===== src/esg_pkg.sv =====
// package for the entropy sum and gradient block: field widths, constants, state type
// no dependencies
package esg_pkg;

    localparam int PROB_W     = 33;
    localparam int GRAD_W     = 32;
    localparam int TOTAL_W    = 48;
    localparam int S_TDATA_W  = 72;
    localparam int M_TDATA_W  = 88;
    localparam int ACC_WIDTH_DEF = 48;

    localparam int FRAC_BITS  = 24;
    localparam int NORM_STEPS = 6;
    localparam int NLN_W      = 30;

    localparam logic [31:0]       LN2_Q32      = 32'hB172_17F8;
    localparam logic [NLN_W-1:0]  NEG_LN_ZERO  = 30'd964689920;
    localparam logic [31:0]       UPSTREAM_RST = 32'h0001_0000;

    localparam logic REQ_ACC      = 1'b0;
    localparam logic REQ_GRAD     = 1'b1;
    localparam logic KIND_ENTROPY = 1'b0;
    localparam logic KIND_GRAD    = 1'b1;

    typedef enum logic [3:0] {
        ST_IDLE,
        ST_NORM,
        ST_SQ,
        ST_LNMUL,
        ST_LNRND,
        ST_TMUL,
        ST_TACC,
        ST_TOUT,
        ST_GMUL,
        ST_GRND,
        ST_GOUT
    } esg_state_t;

endpackage


===== src/entropy_sum_and_gradient_top.sv =====
// entropy sum and gradient block, natural log, fixed point, one shared multiplier
// depends on esg_pkg
//
//  channel   dir  handshake            payload
//  s_        in   s_tvalid/s_tready    tdata: prob, grad_in; tuser: req_type; tlast: last
//  m_        out  m_tvalid/m_tready    tdata: entropy_total, grad_out, saturated;
//                                      tuser: result_kind
//  cfg_      in   cfg_valid/cfg_ready  cfg_data: upstream_gradient
//
// nonzero prob: normalise, log squaring rounds, ln multiply and round, then term
// multiply, accumulate and, with last, total output, or gradient multiply, round
// and output; zero prob skips the log, whose 24 squaring rounds share the one multiplier
// reset clears the sum, the overflow flag and sets upstream_gradient to 1.0
// a waiting result stalls only the end of the next item, not its acceptance
module entropy_sum_and_gradient_top
    import esg_pkg::*;
#(
    parameter int ACC_WIDTH = ACC_WIDTH_DEF
) (
    input  logic                 aclk,
    input  logic                 aresetn,
    input  logic                 s_tvalid,
    output logic                 s_tready,
    input  logic [S_TDATA_W-1:0] s_tdata,   // prob[32:0], grad_in[64:33], zero pad
    input  logic                 s_tuser,   // req_type
    input  logic                 s_tlast,
    output logic                 m_tvalid,
    input  logic                 m_tready,
    output logic [M_TDATA_W-1:0] m_tdata,   // entropy_total[47:0], grad_out[79:48],
                                            // saturated[80], zero pad
    output logic                 m_tuser,   // result_kind
    input  logic                 cfg_valid,
    output logic                 cfg_ready,
    input  logic [31:0]          cfg_data
);

    localparam int TOT_EXT_W = (ACC_WIDTH > TOTAL_W) ? ACC_WIDTH : TOTAL_W;

    esg_state_t state_reg, state_next;

    logic                 req_reg, req_next;
    logic                 last_reg, last_next;
    logic [31:0]          p_reg, p_next;
    logic [PROB_W-1:0]    norm_reg, norm_next;
    logic [GRAD_W-1:0]    grad_reg, grad_next;
    logic [4:0]           cnt_reg, cnt_next;
    logic [5:0]           lz_reg, lz_next;
    logic [30:0]          x_reg, x_next;
    logic [FRAC_BITS-1:0] frac_reg, frac_next;
    logic [NLN_W-1:0]     neg_ln_reg, neg_ln_next;
    logic signed [41:0]   delta_reg, delta_next;
    logic signed [65:0]   prod_reg;
    logic [ACC_WIDTH-1:0] acc_reg, acc_next;
    logic                 ovf_reg, ovf_next;
    logic [31:0]          upstream_reg, upstream_next;

    logic                 mvalid_reg, mvalid_next;
    logic                 okind_reg, okind_next;
    logic [TOTAL_W-1:0]   ototal_reg, ototal_next;
    logic [GRAD_W-1:0]    ograd_reg, ograd_next;
    logic                 osat_reg, osat_next;

    logic                 accept;
    logic                 out_free;
    logic [PROB_W-1:0]    prob_clamp;
    logic                 prob_zero;
    logic [5:0]           shamt;
    logic                 top_zero;
    logic [PROB_W-1:0]    p_step;
    logic signed [32:0]   mul_a, mul_b;
    logic signed [65:0]   mul_p;
    logic [31:0]          sq_t;
    logic [29:0]          nlog2;
    logic [63:0]          rnd_sum;
    logic [24:0]          term;
    logic [ACC_WIDTH:0]   acc_add;
    logic signed [32:0]   grad_scale;
    logic signed [65:0]   biased;
    logic signed [42:0]   r_full;
    logic [TOT_EXT_W-1:0] acc_ext;
    logic                 tot_clip;

    assign accept    = s_tvalid && s_tready;
    assign s_tready  = (state_reg == ST_IDLE);
    assign cfg_ready = 1'b1;
    assign out_free  = !mvalid_reg || m_tready;

    assign m_tvalid = mvalid_reg;
    assign m_tuser  = okind_reg;
    assign m_tdata  = {7'b0, osat_reg, ograd_reg, ototal_reg};

    // probabilities above one are clamped to one
    assign prob_clamp = (s_tdata[PROB_W-1] && (s_tdata[PROB_W-2:0] != '0))
                        ? {1'b1, {(PROB_W-1){1'b0}}} : s_tdata[PROB_W-1:0];
    assign prob_zero  = (prob_clamp == '0);

    // leading zero search, halving shift per step
    assign shamt    = 6'd32 >> cnt_reg[2:0];
    assign top_zero = ((norm_reg >> (6'd33 - shamt)) == '0);
    assign p_step   = top_zero ? (norm_reg << shamt) : norm_reg;

    assign mul_p      = mul_a * mul_b;
    assign sq_t       = mul_p[61:30];
    assign nlog2      = {lz_reg, {FRAC_BITS{1'b0}}} - {6'b0, frac_reg};
    assign rnd_sum    = prod_reg[63:0] + 64'h0000_0000_8000_0000;
    assign term       = rnd_sum[56:32];
    assign acc_add    = {1'b0, acc_reg} + {{(ACC_WIDTH-24){1'b0}}, term};
    assign grad_scale = $signed(33'h0_0100_0000) - $signed({3'b000, neg_ln_reg});
    assign biased     = prod_reg + $signed(66'h0_0080_0000);
    assign r_full     = $signed({{11{grad_reg[GRAD_W-1]}}, grad_reg})
                        - $signed({delta_reg[41], delta_reg});
    assign acc_ext    = TOT_EXT_W'(acc_reg);
    assign tot_clip   = (acc_ext > TOT_EXT_W'({TOTAL_W{1'b1}}));

    // next state
    always_comb begin
        state_next = state_reg;
        unique case (state_reg)
            ST_IDLE: begin
                if (accept) begin
                    if (!prob_zero) begin
                        state_next = ST_NORM;
                    end else if (s_tuser == REQ_GRAD) begin
                        state_next = ST_GMUL;
                    end else if (s_tlast) begin
                        state_next = ST_TOUT;
                    end
                end
            end
            ST_NORM:  if (cnt_reg == 5'(NORM_STEPS - 1)) state_next = ST_SQ;
            ST_SQ:    if (cnt_reg == 5'(FRAC_BITS - 1)) state_next = ST_LNMUL;
            ST_LNMUL: state_next = ST_LNRND;
            ST_LNRND: state_next = (req_reg == REQ_GRAD) ? ST_GMUL : ST_TMUL;
            ST_TMUL:  state_next = ST_TACC;
            ST_TACC:  state_next = last_reg ? ST_TOUT : ST_IDLE;
            ST_TOUT:  if (out_free) state_next = ST_IDLE;
            ST_GMUL:  state_next = ST_GRND;
            ST_GRND:  state_next = ST_GOUT;
            ST_GOUT:  if (out_free) state_next = ST_IDLE;
            default:  state_next = ST_IDLE;
        endcase
    end

    // datapath and outputs
    always_comb begin
        req_next      = req_reg;
        last_next     = last_reg;
        p_next        = p_reg;
        norm_next     = norm_reg;
        grad_next     = grad_reg;
        cnt_next      = cnt_reg;
        lz_next       = lz_reg;
        x_next        = x_reg;
        frac_next     = frac_reg;
        neg_ln_next   = neg_ln_reg;
        delta_next    = delta_reg;
        acc_next      = acc_reg;
        ovf_next      = ovf_reg;
        upstream_next = cfg_valid ? cfg_data : upstream_reg;
        mvalid_next   = mvalid_reg && !m_tready;
        okind_next    = okind_reg;
        ototal_next   = ototal_reg;
        ograd_next    = ograd_reg;
        osat_next     = osat_reg;
        mul_a         = '0;
        mul_b         = '0;

        unique case (state_reg)
            ST_IDLE: begin
                if (accept) begin
                    req_next  = s_tuser;
                    last_next = s_tlast;
                    p_next    = prob_clamp[31:0];
                    norm_next = prob_clamp;
                    grad_next = s_tdata[PROB_W+GRAD_W-1:PROB_W];
                    cnt_next  = '0;
                    lz_next   = '0;
                    frac_next = '0;
                    if (prob_zero) begin
                        neg_ln_next = NEG_LN_ZERO;
                    end
                end
            end
            ST_NORM: begin
                norm_next = p_step;
                if (top_zero) begin
                    lz_next = lz_reg + shamt;
                end
                if (cnt_reg == 5'(NORM_STEPS - 1)) begin
                    cnt_next = '0;
                    x_next   = p_step[PROB_W-1:2];
                end else begin
                    cnt_next = cnt_reg + 5'd1;
                end
            end
            ST_SQ: begin
                mul_a     = {2'b00, x_reg};
                mul_b     = {2'b00, x_reg};
                x_next    = sq_t[31] ? sq_t[31:1] : sq_t[30:0];
                frac_next = {frac_reg[FRAC_BITS-2:0], sq_t[31]};
                cnt_next  = (cnt_reg == 5'(FRAC_BITS - 1)) ? 5'd0 : cnt_reg + 5'd1;
            end
            ST_LNMUL: begin
                mul_a = {3'b000, nlog2};
                mul_b = {1'b0, LN2_Q32};
            end
            ST_LNRND: begin
                neg_ln_next = rnd_sum[61:32];
            end
            ST_TMUL: begin
                mul_a = {1'b0, p_reg};
                mul_b = {3'b000, neg_ln_reg};
            end
            ST_TACC: begin
                if (acc_add[ACC_WIDTH]) begin
                    acc_next = '1;
                    ovf_next = 1'b1;
                end else begin
                    acc_next = acc_add[ACC_WIDTH-1:0];
                end
            end
            ST_TOUT: begin
                if (out_free) begin
                    mvalid_next = 1'b1;
                    okind_next  = KIND_ENTROPY;
                    ototal_next = tot_clip ? {TOTAL_W{1'b1}} : acc_ext[TOTAL_W-1:0];
                    ograd_next  = '0;
                    osat_next   = ovf_reg || tot_clip;
                    acc_next    = '0;
                    ovf_next    = 1'b0;
                end
            end
            ST_GMUL: begin
                mul_a = $signed({upstream_reg[31], upstream_reg});
                mul_b = grad_scale;
            end
            ST_GRND: begin
                delta_next = biased[65:24];
            end
            ST_GOUT: begin
                if (out_free) begin
                    mvalid_next = 1'b1;
                    okind_next  = KIND_GRAD;
                    ototal_next = '0;
                    if ((r_full[42:31] == '0) || (r_full[42:31] == '1)) begin
                        ograd_next = r_full[31:0];
                        osat_next  = 1'b0;
                    end else begin
                        ograd_next = r_full[42] ? 32'h8000_0000 : 32'h7FFF_FFFF;
                        osat_next  = 1'b1;
                    end
                end
            end
            default: begin
                mul_a = '0;
            end
        endcase
    end

    always_ff @(posedge aclk) begin
        if (!aresetn) begin
            state_reg    <= ST_IDLE;
            cnt_reg      <= '0;
            acc_reg      <= '0;
            ovf_reg      <= 1'b0;
            upstream_reg <= UPSTREAM_RST;
            mvalid_reg   <= 1'b0;
        end else begin
            state_reg    <= state_next;
            cnt_reg      <= cnt_next;
            acc_reg      <= acc_next;
            ovf_reg      <= ovf_next;
            upstream_reg <= upstream_next;
            mvalid_reg   <= mvalid_next;
        end
    end

    always_ff @(posedge aclk) begin
        req_reg    <= req_next;
        last_reg   <= last_next;
        p_reg      <= p_next;
        norm_reg   <= norm_next;
        grad_reg   <= grad_next;
        lz_reg     <= lz_next;
        x_reg      <= x_next;
        frac_reg   <= frac_next;
        neg_ln_reg <= neg_ln_next;
        delta_reg  <= delta_next;
        prod_reg   <= mul_p;
        okind_reg  <= okind_next;
        ototal_reg <= ototal_next;
        ograd_reg  <= ograd_next;
        osat_reg   <= osat_next;
    end

endmodule


===== config.mk =====
export PLATFORM = sky130hd
export DESIGN_NAME = entropy_sum_and_gradient_top
export DESIGN_NICKNAME = d
export VERILOG_FILES = /design/src/esg_pkg.sv /design/src/entropy_sum_and_gradient_top.sv
export SDC_FILE = /design/constraint.sdc
export NUM_CORES = 2
export LEC_CHECK = 0
export ABC_AREA = 1
export BUFFER_PORTS_ARGS = -buffer_cell sky130_fd_sc_hd__clkbuf_2
export CAP_MARGIN = 10
export CORE_ASPECT_RATIO = 1.75
export CORE_UTILIZATION = 29
export CTS_CLUSTER_DIAMETER = 100
export DETAILED_ROUTE_END_ITERATION = 6
export HOLD_SLACK_MARGIN = 0.12
export SYNTH_ARGS = -nofsm -noshare
export SYNTH_HDL_FRONTEND = slang
export SYNTH_SLANG_ARGS = --single-unit

===== constraint.sdc =====
create_clock -name aclk -period 24.7 [get_ports aclk]
set_clock_uncertainty 0.2 [all_clocks]
set_input_delay 2.47 -clock aclk [delete_from_list [all_inputs] [get_ports aclk]]
set_output_delay 2.47 -clock aclk [all_outputs]
set_load 0.01 [all_outputs]

# == After elaboration in Yosys (flattened, before gate mapping) ==
# Cells that the tools add are included.
# totals
regBits,471
word_cells,144
# classes
addsub,9
n_mul,1
order_cmp,1
n_eq_ne,23
shift,3
n_mux,53
n_reduce_logical,32
# ops
op,n
33-bit one-hot mux with 4 select lines,2
48-bit 2-to-1 mux,4
48-bit one-hot mux with 2 select lines,2
32-bit 2-to-1 mux,4
33-bit 2-to-1 mux,3
"66-bit by 25-bit adder with 66-bit output, second input constant",1
33-bit logical NOT,2
33-bit by 33-bit multiplier with 66-bit output,1
33-bit one-hot mux with 2 select lines,1
32-bit one-hot mux with 2 select lines,1
"62-bit by 32-bit adder with 62-bit output, second input constant",1
31-bit 2-to-1 mux,2
31-bit one-hot mux with 2 select lines,1
30-bit 2-to-1 mux,2
30-bit one-hot mux with 2 select lines,1
48-bit by 25-bit adder with 49-bit output,1
"48-bit greater-than comparator, second input constant",1
24-bit one-hot mux with 2 select lines,1
32-bit by 42-bit subtractor with 43-bit output,1
4-bit one-hot mux with 10 select lines,1
33-bit by 6-bit left shift with 33-bit output,1
33-bit by 6-bit right shift with 33-bit output,1
4-bit 2-to-1 mux,8
32-bit nonzero test,1
other kinds (35),78

# == Longest topological paths before layout ==
# logic_depth
depth_word,7
ltp_mapped,50
ltp_nobuf,49

# == Worst setup path before layout ==
# Ideal clock, no wire load.
# synth_timing
kind,reg2reg
startpoint,register neg_ln_reg[1]
endpoint,"register x_reg[14], data pin"
arrival_time_ns,8.678
required_time_ns,24.241
setup_slack_ns,15.562
stages_incl_launch_ff,43
synth_period_minus_slack_ns,9.138
cell_sequence,edfxtp_1 -> inv_1 -> ha_1 -> nand2_1 -> nor2_1 -> nand2_1 -> nor2_1 -> nand2_1 -> nor2_1 -> nand2_1 -> nor3_1 -> nand4_1 -> nor2_1 -> o21ai_0 -> a21o_1 -> nand2_1 -> buf_2 -> nand2_1 -> [7 not listed] -> fa_1 -> fa_1 -> fa_1 -> inv_1 -> fa_1 -> inv_1 -> ha_1 -> a21o_1 -> a31oi_1 -> o22ai_1 -> nor2_1 -> nand2_2 -> nand2_2 -> nand2_1 -> buf_4 -> buf_6 -> nand3_1 -> nand3_1
# synth_via
elab_chain_cells,5
# synth_rtl
item,line_no,rtl
from (decl),entropy_sum_and_gradient_top.sv:50,"logic [NLN_W-1:0] neg_ln_reg, neg_ln_next;"
from (signal assigned),entropy_sum_and_gradient_top.sv:287,neg_ln_reg <= neg_ln_next;
25-bit by 30-bit subtractor with 31-bit output,entropy_sum_and_gradient_top.sv:108,"assign grad_scale = $signed(33'h0_0100_0000) - $signed({3'b000, neg_ln_reg});"
33-bit one-hot mux with 4 select lines (*),entropy_sum_and_gradient_top.sv:168,unique case (state_reg)
33-bit by 33-bit multiplier with 66-bit output (*),entropy_sum_and_gradient_top.sv:102,assign mul_p = mul_a * mul_b;
31-bit 2-to-1 mux (*),entropy_sum_and_gradient_top.sv:199,x_next = sq_t[31] ? sq_t[31:1] : sq_t[30:0];
31-bit one-hot mux with 2 select lines (*),entropy_sum_and_gradient_top.sv:168,
net x_next[14],entropy_sum_and_gradient_top.sv:48,"logic [30:0] x_reg, x_next;"
to (signal assigned),entropy_sum_and_gradient_top.sv:285,x_reg <= x_next;
to (decl),entropy_sum_and_gradient_top.sv:48,
# Mark *: on every way through the listed nets, which the timed path passes. The rest lies on a longest branch.
# A chain may end at the register's enable or synchronous reset.

# == Final worst setup path ==
# layout_timing
startpoint,register state_reg[1]
endpoint,"register x_reg[19], data pin"
# layout_via
elab_chain_cells,5
word_cells_on_any_way,10
cone_classes,1 x mul; 5 x eq/ne; 4 x mux
# layout_rtl
item,line_no,rtl
from (decl),entropy_sum_and_gradient_top.sv:39,"esg_state_t state_reg, state_next;"
from (signal assigned),entropy_sum_and_gradient_top.sv:269,state_reg <= state_next;
"4-bit equality test, or another cell as far along",entropy_sum_and_gradient_top.sv:168,
33-bit one-hot mux with 4 select lines,entropy_sum_and_gradient_top.sv:168,
33-bit by 33-bit multiplier with 66-bit output (*),entropy_sum_and_gradient_top.sv:102,
net mul_p[50],entropy_sum_and_gradient_top.sv:71,logic signed [65:0] mul_p;
31-bit 2-to-1 mux (*),entropy_sum_and_gradient_top.sv:199,
31-bit one-hot mux with 2 select lines (*),entropy_sum_and_gradient_top.sv:168,
net x_next[19],entropy_sum_and_gradient_top.sv:48,
# Marks and branches as above.

==> run metrics <==
total track usage 22.33%; Slew Limit Fails 0; num rows 235; fill count 25,450; die width 369.5 um; RSZ-0062 raised after global routing no; first-pass GRT wire length 393.2 mm; CTS tree yes; Netlist cell types 65; I/O pin count 203; final critical-path required period 12.45 ns; die area 0.2384 mm2; die height 645.1 um; most used cells in the layout excluding fill and tap cells 1,979 x inv_1, 1,855 x nand2_1, 1,147 x fa_1; Util after Layout 31.82%; placed cells 11,930; startpoint type of the worst setup path flip-flop; cts bufs inserted 46; Syn Std Cell Area 0.06854 mm2; Area Overhead vs Synth 8.942%; Worst path max stage delay 0.91 ns; Synth async-reset ratio 0%; total core area 0.2346 mm2; TNS Setup 0 ns; drt drc 34; crit share post-route 50.41%; Gate Count Post-Synth 8,850; fraction of layout cells with a size suffix above 1 5.593%; failing checks design-rule violations; Worst-Margin Slew 1.168 ns; class of the worst hold path flip-flop to flip-flop; drt pass-1 iters 7; Skew-Pair Late Insertion Delay 0.61 ns; outcome finished, violations left; Starting Density 29.21%; Post-CTS Setup Inserts 0; initial antenna violation count 30; worst-path fanout max 65; top_reg_cell synth edfxtp_1; ANT nets after route 0; initial drt markers 4,038; CTS root buf clkbuf_16; most used cell, CP fa_1; clock sink count 448; post-synthesis register bit count 448; hpwl dp 221.0 mm; slowest stage cell, crit path xor2_1; CP arrival 12.71 ns; clk slew on worst S/H paths 0.07 ns; GPL Wtd Cong 1.016; drt wl/cell 22.21 um; headroom to the max-slew limit 21.89%; post_cts resized 0; non-filler cells, final 12,040; drt total wl 267.3 mm; number of max-cap violations 0; Final Net Count 10,450; total gr overflow 0; data required time at the worst endpoint 24.96 ns; via count 59,640; path type of the worst setup path flip-flop to flip-flop; Critical Path Sink Type flip-flop; H-tree depth 2; Ys Warns 0; Post-synth EDFFs 314; Hold-fix buffers, CTS 0; fmax 80.31 MHz; final setup violation count 0; worst vdd ir 55.59 uV; PD cells 52.14 mW/mm2; vias in the first global route 62,760; Leak 37.05 nW; clock buffer depth 3; syn avg cell area 7.744 um2; largest net degree at the start of global routing 80; port bufs 187; vias per cell 4.954; final-report hold violation count 0; Seq/Total Area, Yosys 17.67%; commonest non-fill, non-tap cell in the layout inv_1
==> worst max-delay path: cells and delay by family (launching register included) <==
kind	cells	cell delay, ns
AO/OA/AOI/OAI	2	0.39
flip-flops	1	0.44
XOR/XNOR	1	0.91
adder cells (fa/ha/maj)	9	4.74
buffers and inverters	12	2.63
AND/OR/NAND/NOR	15	2.88
==> cell type report <==
type	count	area, um2	area share [%]
multi-input combinational	6074	47640	63.80
sequential	448	12110	16.22
inverter	2020	7585	10.16
tap	3081	3855	5.163
timing repair buffer	311	1867	2.500
clock buffer	64	1310	1.755
clock inverter	22	252.7	0.3385
antenna	18	45.04	0.06033
==> layer usage <==
| layer | wire length (um) | GRT usage [%] | part of all wire, % | up-vias |
|---|---|---|---|---|
| met1 | 87120 | 22.14 | 33 | 29530 |
| met3 | 15140 | 3.167 | 5.7 | 929 |
| li1 | - | - | - | 26910 |
| met4 | 27880 | 19.82 | 10 | 21 |
| met5 | 175 | 0 | 0.065 | - |
| met2 | 137000 | 40.25 | 51 | 2244 |
==> cell families after synthesis <==
family / share of synthesized area (%)
other: 0.01096
flip-flops: 17.67
AO/OA/AOI/OAI: 6.614
multiplexers: 0.01461
adder cells (fa/ha/maj): 38.85
buffers and inverters: 13.10
AND/OR/NAND/NOR: 22.03
XOR/XNOR: 1.714
==> through the flow <==
stage	cell area (um2)	hold WS (ns)	worst slack, ns	total power [mW]
after floorplan	68560	0.2283	15.56	2.206
after global placement	73060	0.2541	12.32	3.106
after detailed placement	73060	0.2732	12.28	3.109
after CTS	74620	0.2824	12.25	3.860
after global routing	74620	0.3096	11.53	4.065
final	74660	0.2844	12.25	3.893
==> path summary, 6_finish.rpt <==
path	cells after the start	end	slack (ns)	startpoint
worst min register to register	2	ovf_reg$_SDFFE_PN0P_	0.28	ovf_reg$_SDFFE_PN0P_
worst max-delay path	39	x_reg[19]$_DFFE_PP_	12.25	state_reg[1]$_SDFFE_PN0P_
worst min-delay path	2	ovf_reg$_SDFFE_PN0P_	0.28	ovf_reg$_SDFFE_PN0P_
worst max register to register	39	x_reg[19]$_DFFE_PP_	12.25	state_reg[1]$_SDFFE_PN0P_
==> Yosys cell counts (4+ instances only) <==
master | n | area (um2)
a221oi_1 | 12 | 105.1
a21oi_1 | 337 | 1687
nor2_1 | 1040 | 3904
clkinv_1 | 16 | 60.06
buf_6 | 4 | 45.04
o21ai_0 | 324 | 1622
buf_2 | 79 | 395.4
nand2_4 | 5 | 56.30
and3_1 | 7 | 43.79
o22ai_1 | 5 | 31.28
a21o_1 | 16 | 120.1
o31ai_1 | 4 | 30.03
nand2_2 | 10 | 62.56
xor2_1 | 100 | 875.8
inv_2 | 23 | 86.33
nand3b_1 | 10 | 75.07
ha_1 | 293 | 3666
or2_2 | 13 | 81.33
nor3_1 | 71 | 355.3
nand4_1 | 93 | 581.8
nor2_4 | 6 | 67.56
dfxtp_1 | 134 | 2683
buf_1 | 17 | 63.81
o21a_1 | 15 | 112.6
clkbuf_1 | 192 | 720.7
a21boi_0 | 7 | 52.55
and2_1 | 5 | 31.28
fa_1 | 1147 | 22960
nor2_2 | 11 | 68.82
edfxtp_1 | 314 | 9429
buf_4 | 22 | 165.2
a31oi_1 | 26 | 162.7
nor4_1 | 36 | 225.2
o21bai_1 | 14 | 105.1
xnor2_1 | 31 | 271.5
nor3_2 | 7 | 70.07
nand3_1 | 478 | 2392
o211ai_1 | 12 | 90.09
o21ai_1 | 27 | 135.1
inv_1 | 1980 | 7432
a211oi_1 | 14 | 105.1
nand2_1 | 1862 | 6989
==> power by group <==
group	switching [mW]	internal, mW	leakage [nW]
registers	0.115	0.988	4.05
clock network	0.324	0.417	0.762
logic	1.56	0.493	32.2
No activity file was read; power rests on OpenSTA's default activity.
